`config.mk`:
```
export PLATFORM = sky130hd
export DESIGN_NAME = three_stacks_shared_store_flat
export DESIGN_NICKNAME = d
export VERILOG_FILES = /design/src/tss_pkg.sv /design/src/tss_if.sv /design/src/tss_cell.sv /design/src/tss_bound.sv /design/src/three_stacks_shared_store.sv /design/src/flat_wrapper.sv
export SDC_FILE = /design/constraint.sdc
export NUM_CORES = 2
export LEC_CHECK = 0
export ABC_AREA = 1
export ABC_CLOCK_PERIOD_IN_PS = 5600
export BUFFER_PORTS_ARGS = -buffer_cell sky130_fd_sc_hd__clkbuf_2
export CAP_MARGIN = 10
export CORE_ASPECT_RATIO = 1.75
export CORE_MARGIN = 3
export CORE_UTILIZATION = 25
export DETAILED_ROUTE_END_ITERATION = 10
export PLACE_DENSITY = 0.47
export SYNTH_ARGS = -nofsm -noshare
export SYNTH_HDL_FRONTEND = slang
export SYNTH_SLANG_ARGS = --single-unit
```
`constraint.sdc`:
```
create_clock -name i_clk -period 5.6 [get_ports i_clk]
set_input_delay 0.84 -clock i_clk [delete_from_list [all_inputs] [get_ports i_clk]]
set_output_delay 0.84 -clock i_clk [all_outputs]
set_load 0.1 [all_outputs]
```
`src/tss_pkg.sv`:
```
// Package for the shared-store stack block: field widths, command and
// status codes, and the control types passed between the boundary unit and cells.
// No dependencies.
`timescale 1ns / 1ps
`default_nettype none

package tss_pkg;

    localparam int CAPACITY_DEF    = 32;
    localparam int STACK_COUNT_DEF = 3;

    localparam int VALUE_W  = 32;
    localparam int SEL_W    = 2;
    localparam int STATUS_W = 2;

    localparam logic CMD_PUSH = 1'b0;
    localparam logic CMD_POP  = 1'b1;

    localparam logic [STATUS_W-1:0] ST_DONE  = 2'd0;
    localparam logic [STATUS_W-1:0] ST_FULL  = 2'd1;
    localparam logic [STATUS_W-1:0] ST_EMPTY = 2'd2;

    // operation that actually changes the store this cycle
    typedef struct packed {
        logic push;
        logic pop;
    } t_op;

endpackage

`default_nettype wire

```
`src/tss_if.sv`:
```
// Valid/ready channel interfaces for command words and result words.
// Depends on tss_pkg.
`timescale 1ns / 1ps
`default_nettype none

interface tss_in_if
    import tss_pkg::*;
();
    logic                      valid;
    logic                      ready;
    logic                      command;
    logic [SEL_W-1:0]          stack_select;
    logic signed [VALUE_W-1:0] push_value;

    modport source (output valid, command, stack_select, push_value, input ready);
    modport sink   (input valid, command, stack_select, push_value, output ready);
endinterface

interface tss_out_if
    import tss_pkg::*;
();
    logic                      valid;
    logic                      ready;
    logic signed [VALUE_W-1:0] pop_value;
    logic [STATUS_W-1:0]       status;

    modport source (output valid, pop_value, status, input ready);
    modport sink   (input valid, pop_value, status, output ready);
endinterface

`default_nettype wire

```
`src/tss_cell.sv`:
```
// One cell of the packed store: holds a value and shifts it to or from its
// neighbours when an entry is inserted or removed below it. Depends on tss_pkg.
`timescale 1ns / 1ps
`default_nettype none

module tss_cell
    import tss_pkg::*;
#(
    parameter int IDX   = 0,
    parameter int IDX_W = 6
) (
    input  wire logic                      i_clk,
    input  wire t_op                       i_op,
    input  wire logic [IDX_W-1:0]          i_pos,
    input  wire logic signed [VALUE_W-1:0] i_push_value,
    input  wire logic signed [VALUE_W-1:0] i_below,
    input  wire logic signed [VALUE_W-1:0] i_above,
    output logic signed [VALUE_W-1:0]      o_value
);

    localparam logic [IDX_W:0] K_IDX  = (IDX_W+1)'(IDX);
    localparam logic [IDX_W:0] K_IDX1 = (IDX_W+1)'(IDX + 1);

    logic signed [VALUE_W-1:0] r_value;
    logic signed [VALUE_W-1:0] n_value;
    logic [IDX_W:0]            w_pos;

    assign w_pos = {1'b0, i_pos};

    always_comb begin
        n_value = r_value;
        if (i_op.push && K_IDX == w_pos) begin
            n_value = i_push_value;
        end else if (i_op.push && K_IDX > w_pos) begin
            n_value = i_below;
        end else if (i_op.pop && K_IDX1 >= w_pos) begin
            // close the gap left by the removed top entry
            n_value = i_above;
        end
    end

    always_ff @(posedge i_clk) begin
        r_value <= n_value;
    end

    assign o_value = r_value;

endmodule

`default_nettype wire

```
`src/tss_bound.sv`:
```
// Boundary unit: holds the stack boundaries and element count, decides
// push/pop outcome and moves boundaries. Depends on tss_pkg.
`timescale 1ns / 1ps
`default_nettype none

module tss_bound
    import tss_pkg::*;
#(
    parameter int CAPACITY    = CAPACITY_DEF,
    parameter int STACK_COUNT = STACK_COUNT_DEF,
    parameter int IDX_W       = $clog2(CAPACITY + 1)
) (
    input  wire logic             i_clk,
    input  wire logic             i_rst_n,
    input  wire logic             i_fire,
    input  wire logic             i_command,
    input  wire logic [SEL_W-1:0] i_stack_select,
    output t_op                   o_op,
    output logic [IDX_W-1:0]      o_pos,
    output logic [IDX_W-1:0]      o_count,
    output logic [STATUS_W-1:0]   o_status
);

    localparam int SW = $clog2(STACK_COUNT);
    localparam logic [IDX_W-1:0] K_CAP = IDX_W'(CAPACITY);

    // entry j is the upper end of stack j; the last entry is the element count
    logic [IDX_W-1:0] r_bnd [STACK_COUNT];
    logic [IDX_W-1:0] n_bnd [STACK_COUNT];
    logic [SW-1:0]    w_sel;
    logic [IDX_W-1:0] w_lo;
    logic [IDX_W-1:0] w_hi;
    logic             w_full;
    logic             w_empty;

    always_comb begin
        if (int'(i_stack_select) >= STACK_COUNT) begin
            w_sel = SW'(STACK_COUNT - 1);
        end else begin
            w_sel = SW'(i_stack_select);
        end
    end

    assign w_hi    = r_bnd[w_sel];
    assign w_lo    = (w_sel == '0) ? '0 : r_bnd[w_sel - SW'(1)];
    assign w_full  = (r_bnd[STACK_COUNT-1] >= K_CAP);
    assign w_empty = (w_hi <= w_lo);

    assign o_op.push = i_fire && (i_command == CMD_PUSH) && !w_full;
    assign o_op.pop  = i_fire && (i_command == CMD_POP) && !w_empty;
    assign o_pos     = w_hi;
    assign o_count   = r_bnd[STACK_COUNT-1];

    always_comb begin
        if (i_command == CMD_PUSH && w_full) begin
            o_status = ST_FULL;
        end else if (i_command == CMD_POP && w_empty) begin
            o_status = ST_EMPTY;
        end else begin
            o_status = ST_DONE;
        end
    end

    always_comb begin
        for (int j = 0; j < STACK_COUNT; j++) begin
            n_bnd[j] = r_bnd[j];
            if (j >= int'(w_sel)) begin
                if (o_op.push) begin
                    n_bnd[j] = r_bnd[j] + IDX_W'(1);
                end else if (o_op.pop) begin
                    n_bnd[j] = r_bnd[j] - IDX_W'(1);
                end
            end
        end
    end

    always_ff @(posedge i_clk) begin
        if (!i_rst_n) begin
            for (int j = 0; j < STACK_COUNT; j++) begin
                r_bnd[j] <= '0;
            end
        end else begin
            r_bnd <= n_bnd;
        end
    end

endmodule

`default_nettype wire

```
`src/three_stacks_shared_store.sv`:
```
// Several LIFO stacks packed in order into one shared store.
// Channels: i_in carries command words (command, stack_select, push_value);
// o_out carries one result word (pop_value, status) per command word.
// A push inserts at the top of the chosen stack, a pop removes its newest
// value; a row of cells shifts every later entry up or down in the same cycle.
// A stack_select beyond the last stack addresses the last stack.
// Status: done, store full on a refused push, stack empty on a refused pop;
// pop_value is zero unless a pop succeeds.
// The result word is registered and valid in the cycle after the command is taken.
// Throughput: one command per cycle while the receiver takes the result words; the cell
// row and the boundary update both complete in the cycle the command is taken.
// The input is taken whenever the output register is empty or being drained,
// so a stalled receiver holds the result word and blocks further commands.
// Synchronous active-low reset empties all stacks and the output register;
// cell contents are not reset.
// Depends on tss_pkg, tss_if, tss_cell and tss_bound.
`timescale 1ns / 1ps
`default_nettype none

module three_stacks_shared_store
    import tss_pkg::*;
#(
    parameter int CAPACITY    = CAPACITY_DEF,
    parameter int STACK_COUNT = STACK_COUNT_DEF
) (
    input  wire logic i_clk,
    input  wire logic i_rst_n,
    tss_in_if.sink    i_in,
    tss_out_if.source o_out
);

    localparam int IDX_W = $clog2(CAPACITY + 1);
    localparam int AW    = $clog2(CAPACITY);

    logic                      w_fire;
    t_op                       w_op;
    logic [IDX_W-1:0]          w_pos;
    logic [IDX_W-1:0]          w_count;
    logic [STATUS_W-1:0]       w_status;
    logic [IDX_W-1:0]          w_top;
    logic signed [VALUE_W-1:0] w_cell [CAPACITY];
    logic signed [VALUE_W-1:0] w_pop_value;

    logic                      r_valid;
    logic signed [VALUE_W-1:0] r_pop_value;
    logic [STATUS_W-1:0]       r_status;

    assign i_in.ready = !r_valid || o_out.ready;
    assign w_fire     = i_in.valid && i_in.ready;

    tss_bound #(
        .CAPACITY    (CAPACITY),
        .STACK_COUNT (STACK_COUNT),
        .IDX_W       (IDX_W)
    ) u_bound (
        .i_clk          (i_clk),
        .i_rst_n        (i_rst_n),
        .i_fire         (w_fire),
        .i_command      (i_in.command),
        .i_stack_select (i_in.stack_select),
        .o_op           (w_op),
        .o_pos          (w_pos),
        .o_count        (w_count),
        .o_status       (w_status)
    );

    for (genvar g = 0; g < CAPACITY; g++) begin : g_cell
        logic signed [VALUE_W-1:0] w_below;
        logic signed [VALUE_W-1:0] w_above;

        if (g == 0) begin : g_first
            assign w_below = '0;
        end else begin : g_mid_lo
            assign w_below = w_cell[g-1];
        end

        if (g == CAPACITY - 1) begin : g_last
            assign w_above = w_cell[g];
        end else begin : g_mid_hi
            assign w_above = w_cell[g+1];
        end

        tss_cell #(
            .IDX   (g),
            .IDX_W (IDX_W)
        ) u_cell (
            .i_clk        (i_clk),
            .i_op         (w_op),
            .i_pos        (w_pos),
            .i_push_value (i_in.push_value),
            .i_below      (w_below),
            .i_above      (w_above),
            .o_value      (w_cell[g])
        );
    end

    // newest entry of the addressed stack sits just below its upper boundary
    assign w_top       = w_pos - IDX_W'(1);
    assign w_pop_value = w_op.pop ? w_cell[w_top[AW-1:0]] : '0;

    always_ff @(posedge i_clk) begin
        if (!i_rst_n) begin
            r_valid <= 1'b0;
        end else if (w_fire) begin
            r_valid <= 1'b1;
        end else if (o_out.ready) begin
            r_valid <= 1'b0;
        end
    end

    always_ff @(posedge i_clk) begin
        if (w_fire) begin
            r_pop_value <= w_pop_value;
            r_status    <= w_status;
        end
    end

    assign o_out.valid     = r_valid;
    assign o_out.pop_value = r_pop_value;
    assign o_out.status    = r_status;

    a_count_in_range: assert property (@(posedge i_clk) disable iff (!i_rst_n)
        int'(w_count) <= CAPACITY)
        else $error("element count beyond capacity");

    a_push_grows: assert property (@(posedge i_clk) disable iff (!i_rst_n)
        w_op.push |=> w_count == $past(w_count) + IDX_W'(1))
        else $error("push did not grow the element count");

    a_pop_shrinks: assert property (@(posedge i_clk) disable iff (!i_rst_n)
        w_op.pop |=> w_count == $past(w_count) - IDX_W'(1))
        else $error("pop did not shrink the element count");

    a_refused_empty: assert property (@(posedge i_clk) disable iff (!i_rst_n)
        (w_fire && w_status != ST_DONE) |=> (o_out.pop_value == '0 && $stable(w_count)))
        else $error("refused command changed state or returned data");

endmodule

`default_nettype wire
```
`src/flat_wrapper.sv`:
```
// flat-port wrapper written by rule: the top's interface ports become plain ports
module three_stacks_shared_store_flat import tss_pkg::*;
#(
    parameter int CAPACITY    = CAPACITY_DEF,
    parameter int STACK_COUNT = STACK_COUNT_DEF
)
  (i_clk, i_rst_n, i_in_valid, i_in_command, i_in_stack_select, i_in_push_value, i_in_ready, o_out_valid, o_out_pop_value, o_out_status, o_out_ready);
  tss_in_if i_in_i ();
  tss_out_if o_out_i ();
  input  wire logic i_clk;
  input  wire logic i_rst_n;
  input wire logic [$bits(i_in_i.valid)-1:0] i_in_valid;
  input wire logic [$bits(i_in_i.command)-1:0] i_in_command;
  input wire logic [$bits(i_in_i.stack_select)-1:0] i_in_stack_select;
  input wire logic [$bits(i_in_i.push_value)-1:0] i_in_push_value;
  output wire logic [$bits(i_in_i.ready)-1:0] i_in_ready;
  output wire logic [$bits(o_out_i.valid)-1:0] o_out_valid;
  output wire logic [$bits(o_out_i.pop_value)-1:0] o_out_pop_value;
  output wire logic [$bits(o_out_i.status)-1:0] o_out_status;
  input wire logic [$bits(o_out_i.ready)-1:0] o_out_ready;
  assign i_in_i.valid = i_in_valid;
  assign i_in_i.command = i_in_command;
  assign i_in_i.stack_select = i_in_stack_select;
  assign i_in_i.push_value = i_in_push_value;
  assign i_in_ready = i_in_i.ready;
  assign o_out_valid = o_out_i.valid;
  assign o_out_pop_value = o_out_i.pop_value;
  assign o_out_status = o_out_i.status;
  assign o_out_i.ready = o_out_ready;
  three_stacks_shared_store #(.CAPACITY(CAPACITY), .STACK_COUNT(STACK_COUNT)) u_core (.i_clk(i_clk), .i_rst_n(i_rst_n), .i_in(i_in_i), .o_out(o_out_i));
endmodule
```
Word-level counts from Yosys, hierarchy flattened
Cells that the tools add are included.

cells by class
  $add $sub $neg = 8
  order comparisons = 72
  eq/ne operators = 31
  multiplexer cells = 115
  bitwise logic cells = 4
  reductions and logical operators = 145

operators by type and width
  kind                                                 number
  2-to-1 mux 32 bit                                    97
  binary-select mux 32 bit (select 5 bit)              1
  logical AND 1 bit                                    102
  equality test 5 x 6 -> 1 bit (first input constant)  16
  >= comparator 5 x 6 -> 1 bit (first input constant)  16
  > comparator 5 x 6 -> 1 bit (first input constant)   16
  nonzero test 3 bit                                   31
  2-to-1 mux 6 bit                                     11
  equality test 4 x 6 -> 1 bit (first input constant)  8
  >= comparator 4 x 6 -> 1 bit (first input constant)  8
  > comparator 4 x 6 -> 1 bit (first input constant)   8
  binary-select mux 6 bit (select 2 bit)               2
  equality test 3 x 6 -> 1 bit (first input constant)  4
  >= comparator 3 x 6 -> 1 bit (first input constant)  4
  > comparator 3 x 6 -> 1 bit (first input constant)   4
  adder 6 x 1 -> 6 bit (second input constant)         3
  subtractor 6 x 1 -> 6 bit (second input constant)    3
  equality test 2 x 6 -> 1 bit (first input constant)  2
  >= comparator 2 x 6 -> 1 bit (first input constant)  2
  >= comparator 6 bit (second input constant)          2
  > comparator 1 x 6 -> 1 bit (first input constant)   2
  > comparator 2 x 6 -> 1 bit (first input constant)   2
  zero test 7 bit                                      1
  equality test 1 x 6 -> 1 bit (first input constant)  1
  18 further kinds                                     29

word-level totals
  register bits = 1,077
  bits of input ports = 39
  output and inout port bits = 36

Longest topological paths before layout
  word-level depth = 15
  gate-level depth with buffers = 20
  depth with buffers taken out = 17

Modules after synthesis
Synthesis repeated with hierarchy kept, for this count alone.

unflattened totals
  cell total of the unflattened synthesis = 10,706
  area total of the unflattened synthesis = 77,708.3 um2

modules (own cells, without submodules)
  module                                instances  cells an instance  area an instance (um2)  sequential area each (um2)
  three_stacks_shared_store             1          2,517              11,788.8                1,041.0
  tss_cell at u_core.g_cell[27].u_cell  1          267                2,463.6                 960.9
  tss_cell at u_core.g_cell[30].u_cell  1          190                2,205.9                 960.9
  tss_cell at u_core.g_cell[31].u_cell  1          287                2,190.9                 960.9
  tss_cell at u_core.g_cell[20].u_cell  1          297                2,162.1                 960.9
  tss_cell at u_core.g_cell[23].u_cell  1          290                2,158.3                 960.9
  tss_cell at u_core.g_cell[21].u_cell  1          293                2,152.1                 960.9
  tss_cell at u_core.g_cell[25].u_cell  1          292                2,145.8                 960.9
  tss_cell at u_core.g_cell[17].u_cell  1          292                2,135.8                 960.9
  tss_cell at u_core.g_cell[22].u_cell  1          289                2,127.0                 960.9
  tss_cell at u_core.g_cell[4].u_cell   1          266                2,115.8                 960.9
  tss_cell at u_core.g_cell[6].u_cell   1          261                2,114.5                 960.9
  tss_cell at u_core.g_cell[29].u_cell  1          290                2,112.0                 960.9
  tss_cell at u_core.g_cell[18].u_cell  1          287                2,104.5                 960.9
  20 more rows                          --         --                 --                      --

Worst setup path after synthesis
Ideal clock, no wire load.

  kind = input to register
  start = in o_out_ready
  end = reg u_core.g_cell[5].u_cell.r_value[0] (enable)
  arrival time = 5.617 ns
  required time = 5.134 ns
  setup slack = -0.482 ns
  cell stages on the path = 9
  path through = inv_1 a21oi_4 nand3_4 nor2_4 nand2_4 nor2_8 inv_2 clkbuf_1 o21ai_0

between the ends
  longest elaborated chain between the ends = 6
  elaborated cells between the ends (all ways) = 10
  those cells by class = 10 x reduce/logical

RTL lines
  item                                                      line                                            RTL
  start, declared                                           flat_wrapper.sv:20                              input wire logic [$bits(o_out_i.ready)-1:0] o_out_ready;
  logical OR 1 bit *                                        three_stacks_shared_store.sv:48                 assign i_in.ready = !r_valid || o_out.ready;
  logical AND 1 bit *                                       three_stacks_shared_store.sv:49                 assign w_fire = i_in.valid && i_in.ready;
  via u_core.u_bound.i_fire                                 tss_bound.sv:15                                 input wire logic i_fire,
  logical AND 1 bit, on equally long branches (2 in a row)  tss_bound.sv:49, tss_bound.sv:50
  logical AND 1 bit, on equally long branches               tss_cell.sv:32, tss_cell.sv:36, tss_cell.sv:34
  nonzero test 3 bit (no line) *                            --
  end signal, assigned                                      tss_cell.sv:43                                  r_value <= n_value;
  end, declared                                             tss_cell.sv:24                                  logic signed [VALUE_W-1:0] r_value;

Mark *: on every way through the listed nets, which the timed path passes. The rest lies on a longest branch.
A chain may end at the register's enable or synchronous reset.

Worst setup path after layout
  start = in i_in_stack_select[1]
  end = reg u_core.r_pop_value[24] (netlist: u_core.o_out.pop_value[24]), data pin

between the ends
  longest elaborated chain between the ends = 11
  elaborated cells between the ends (all ways) = 21
  those cells by class = 2 x add/sub; 2 x order compare; 11 x mux; 3 x bitwise; 3 x reduce/logical

RTL lines
  item                                                                                              line                                              RTL
  start, declared                                                                                   flat_wrapper.sv:14                                input wire logic [$bits(i_in_i.stack_select)-1:0] i_in_stack_select;
  >= comparator 2 bit                                                                               tss_bound.sv:37                                   if (int'(i_stack_select) >= STACK_COUNT) begin
  2-to-1 mux 2 bit *                                                                                tss_bound.sv:37
  NOT 2 -> 3 bit (implied by the code) or subtractor 2 x 1 -> 2 bit (tied branches)                 tss_bound.sv:44, tss_bound.sv:45
  binary-select mux 6 bit (select 2 bit) or NOT 2 -> 3 bit (tied branches)                          tss_bound.sv:44, tss_bound.sv:45
  2-to-1 mux 6 bit (implied by the code) or binary-select mux 6 bit (select 2 bit) (tied branches)  tss_bound.sv:44, tss_bound.sv:45
  2-to-1 mux 6 bit, on equally long branches                                                        tss_bound.sv:44, tss_bound.sv:45
  subtractor 5 x 1 -> 5 bit or 2-to-1 mux 6 bit (tied branches)                                     three_stacks_shared_store.sv:98, tss_bound.sv:45
  NOT 5 -> 6 bit (implied by the code) or 2-to-1 mux 6 bit (tied branches)                          three_stacks_shared_store.sv:99, tss_bound.sv:45
  binary-select mux 32 bit (select 5 bit) or <= comparator 6 bit (tied branches)                    three_stacks_shared_store.sv:99, tss_bound.sv:47
  2-to-1 mux 32 bit (implied by the code) or zero test 1 bit (tied branches)                        three_stacks_shared_store.sv:99, tss_bound.sv:50
  2-to-1 mux 32 bit (implied by the code) or logical AND 1 bit (tied branches)                      three_stacks_shared_store.sv:99, tss_bound.sv:50
  end signal, assigned                                                                              three_stacks_shared_store.sv:113                  r_pop_value <= w_pop_value;
  end, declared                                                                                     three_stacks_shared_store.sv:45                   logic signed [VALUE_W-1:0] r_pop_value;

Mark *: on every way between the ends. The rest lies on a longest branch, timed or not. The select of a mux whose other input is x is not followed.

==> results.cfg <==
[status]
outcome = finished clean

[grt]
grt_pass1_vias = 58336
met2_usage_pct = 45.0
met3_usage_pct = 4.07
grt_overflow = 0
grt_max_degree = 151
grt_use_met1_pct = 23.7
grt_pass1_wl_mm = 462
busiest_layer = met2
grt_antenna_before_repair = 24
track_usage_pct = 24.7

[logic_synthesis]
ys.flop_type = edfxtp_1
synthCells = 7514
ys_types = 54
yosysTopAreaCell = edfxtp_1
synth_warnings = 0
synth_top_family_by_area = compound AO/OA/AOI/OAI gates
ys_seq_area_share_pct = 50.3
synth_edf_count = 1058
yosys.area.top_type_share_pct = 49.7
synth_compound_area_share_pct = 22.8
async_flop_share_pct = 0
synth_xor_xnor_area_share_pct = 0.215
syn-num-nets = 7576
synth-simple-area-share_pct = 17.4
yosys-top-cells-area = edfxtp_1, nand2_1, o21ai_0
synthAdderAreaFrac_pct = 0.485
synth_area_sq_um = 64000
syn_area_per_cell_sq_um = 8.51
synthMuxAreaShare_pct = 0
synth-seq-cells = 1077

[routing]
wl_per_cell_um = 31.4
drt_iter0_markers = 6641
vias_per_cell = 5.60
routed_wl_mm = 336
routed-via-count = 59956
detailedRoute.firstPassIterationCount = 7
drtAntennaViolNets = 0
drc = 0

[min_path]
hp-class = in -> reg

[cts]
h-tree-depth = 3
holdBufCountCts = 0
clk_path_buf_depth = 3
post-cts-setup-buffers = 0
clock_latency_ps = 820
cts_resized = 0
cts-root-buf = clkbuf_16
cts_buffers = 115
clkTransAtPathRegs_ps = 70
clkSinkCount = 1077
cts_tree = built

[sta]
rsz0062_at_grt = false
skew_ps = 91.9
maxSlewHeadroom_pct = 23.9
hold_viol = 0
slew_violations = 0
max_freq_ghz = 0.238
timing.hold.ws_ps = 347
finalCritPeriodShare_pct = 74.9
finalSetupViolCount = 0
setup_tns_ps = 0
fin_crit_ps = 4190
tightest_slew_ps = 1140

[worst_setup_path]
crit_fanout = 51
start_kind = input port
cp-end-kind = flop
cp.arrival_ps = 4720
critical_path_class = in -> reg
cp.required_ps = 6130

[power]
vdd_drop_max_uv = 311
powerDensity_nw_per_um2 = 475
p_leak_nw = 26.5
power.total_mw = 34.2

[job]
drv_cap = 0

[placed_design]
hpwl_mm = 244
io_buffers = 74
place_congestion = 0.982

[die]
row_count = 245
die_h_um = 675
die_x_um = 388
fp.dieArea_sq_um = 262000
pin_count = 75
core_sq_um = 254000
start_util_pct = 25.1

[cells_and_area]
syn_to_final_growth_pct = 12.5
fill_cells = 27367
drive_gt1_share_pct = 9.31
fin_nets = 7332
## layout by cell type (no fill, tap or decap), drive strengths merged
| master | count |
|---|---|
| clkbuf | 211 |
| inv | 680 |
| ha | 20 |
| nand4 | 54 |
| xor2 | 13 |
| o221ai | 255 |
| dfxtp | 19 |
| o31ai | 1 |
| o21a | 9 |
| fa | 3 |
| clkinv | 59 |
| nand2 | 1524 |
| o22ai | 75 |
| o211ai | 441 |
| a211oi | 1 |
| a22oi | 60 |
| o21ai | 1108 |
| buf | 254 |
| and3 | 2 |
| diode | 7 |
| or2 | 2 |
| nor3 | 5 |
| nand3 | 671 |
| a21o | 1 |
| bufinv | 11 |
| a21oi | 414 |
| o21bai | 2 |
| a31oi | 45 |
| xnor2 | 1 |
| edfxtp | 1058 |
| nor2 | 356 |
| clkinvlp | 3 |
## synth_stat cells (11+ instances only)
cell,instances
buf_6,11
nand2_2,13
a22oi_1,60
o21ai_0,963
nand3_1,659
buf_4,34
buf_2,209
xor2_1,11
o211ai_1,440
buf_1,37
nor2_4,14
nand4_1,53
o22ai_1,73
nand3_2,11
nand2_1,1504
dfxtp_1,19
inv_1,642
o221ai_1,255
nor2_1,328
clkbuf_1,397
nor2_2,12
a31oi_1,45
edfxtp_1,1058
ha_1,20
o21ai_1,141
inv_2,31
a21oi_1,407
## critical path, cell delays in order
cell	delay, ps
clkbuf_2	260
nor2_2	70
buf_4	200
nand2_1	120
nand3_4	160
inv_8	310
ha_4	330
inv_8	290
buf_12	350
buf_12	240
o211ai_1	110
nand3_1	140
nand3_1	130
nand3_1	300
nand2_1	240
nor2_1	490
## where the power goes
group	switching [mW]	internal (mW)
logic	9.49	3.42
registers	1.50	11.7
clock network	3.69	4.31
## metal layers
metal	wire [um]	share of wire, %	up-vias
met5	174	0.052	-
met4	37500	11	24
met3	21000	6.3	1055
met2	171000	51	3112
met1	106000	32	29398
li1	-	-	26367
## path summary, 6_finish.rpt
kind	startpoint	end	slack, ps	cells past startpoint
min	i_in_valid	u_core.o_out.valid	350	3
max	i_in_stack_select[1]	u_core.o_out.pop_value[24]	1410	16
min reg2reg	u_core.u_bound.r_bnd[11]	u_core.u_bound.r_bnd[11]	470	2
max reg2reg	u_core.u_bound.r_bnd[12]	u_core.o_out.pop_value[24]	1410	14
## per-stage QoR
step | utilization (%) | worst slack [ps] | area [sq um] | instances
global placement | 26.8 | 706 | 68200 | 10486
finish | 28.3 | 1410 | 71900 | 10699
detailed placement | 26.8 | 789 | 68200 | 10486
CTS | 28.3 | 1590 | 71900 | 10691
global route | 28.3 | 1340 | 71900 | 10693
floorplan | - | 25.1 | 64000 | 7514
## sequential cells by signal, summed over array words and instances, names as in the netlist
register	flops
u_core.g_cell.u_cell.o_value	1024
u_core.o_out.pop_value	32
u_core.o_out.status	2
u_core.o_out.valid	1
u_core.u_bound.o_count	6
u_core.u_bound.r_bnd	12
## cell type report
cell class | count | area, sq um | share of cell area [%]
Multi-Input combinational cell | 5063 | 26600 | 37.0
Tap cell | 3334 | 4170 | 5.80
Clock buffer | 137 | 2980 | 4.14
Timing Repair Buffer | 328 | 2680 | 3.72
Sequential cell | 1077 | 32200 | 44.7
Inverter | 685 | 2600 | 3.61
Clock inverter | 68 | 743 | 1.03
Antenna cell | 7 | 17.5 | 0.0243
## cell families after synthesis
group / count (synthesis)
flip-flops: 1077
buffers and inverters: 1374
XOR/XNOR: 14
AO/OA/AOI/OAI: 2412
adder cells (fa/ha/maj): 23
AND/OR/NAND/NOR: 2614
Note: power is estimated with default switching activity, not from simulation.
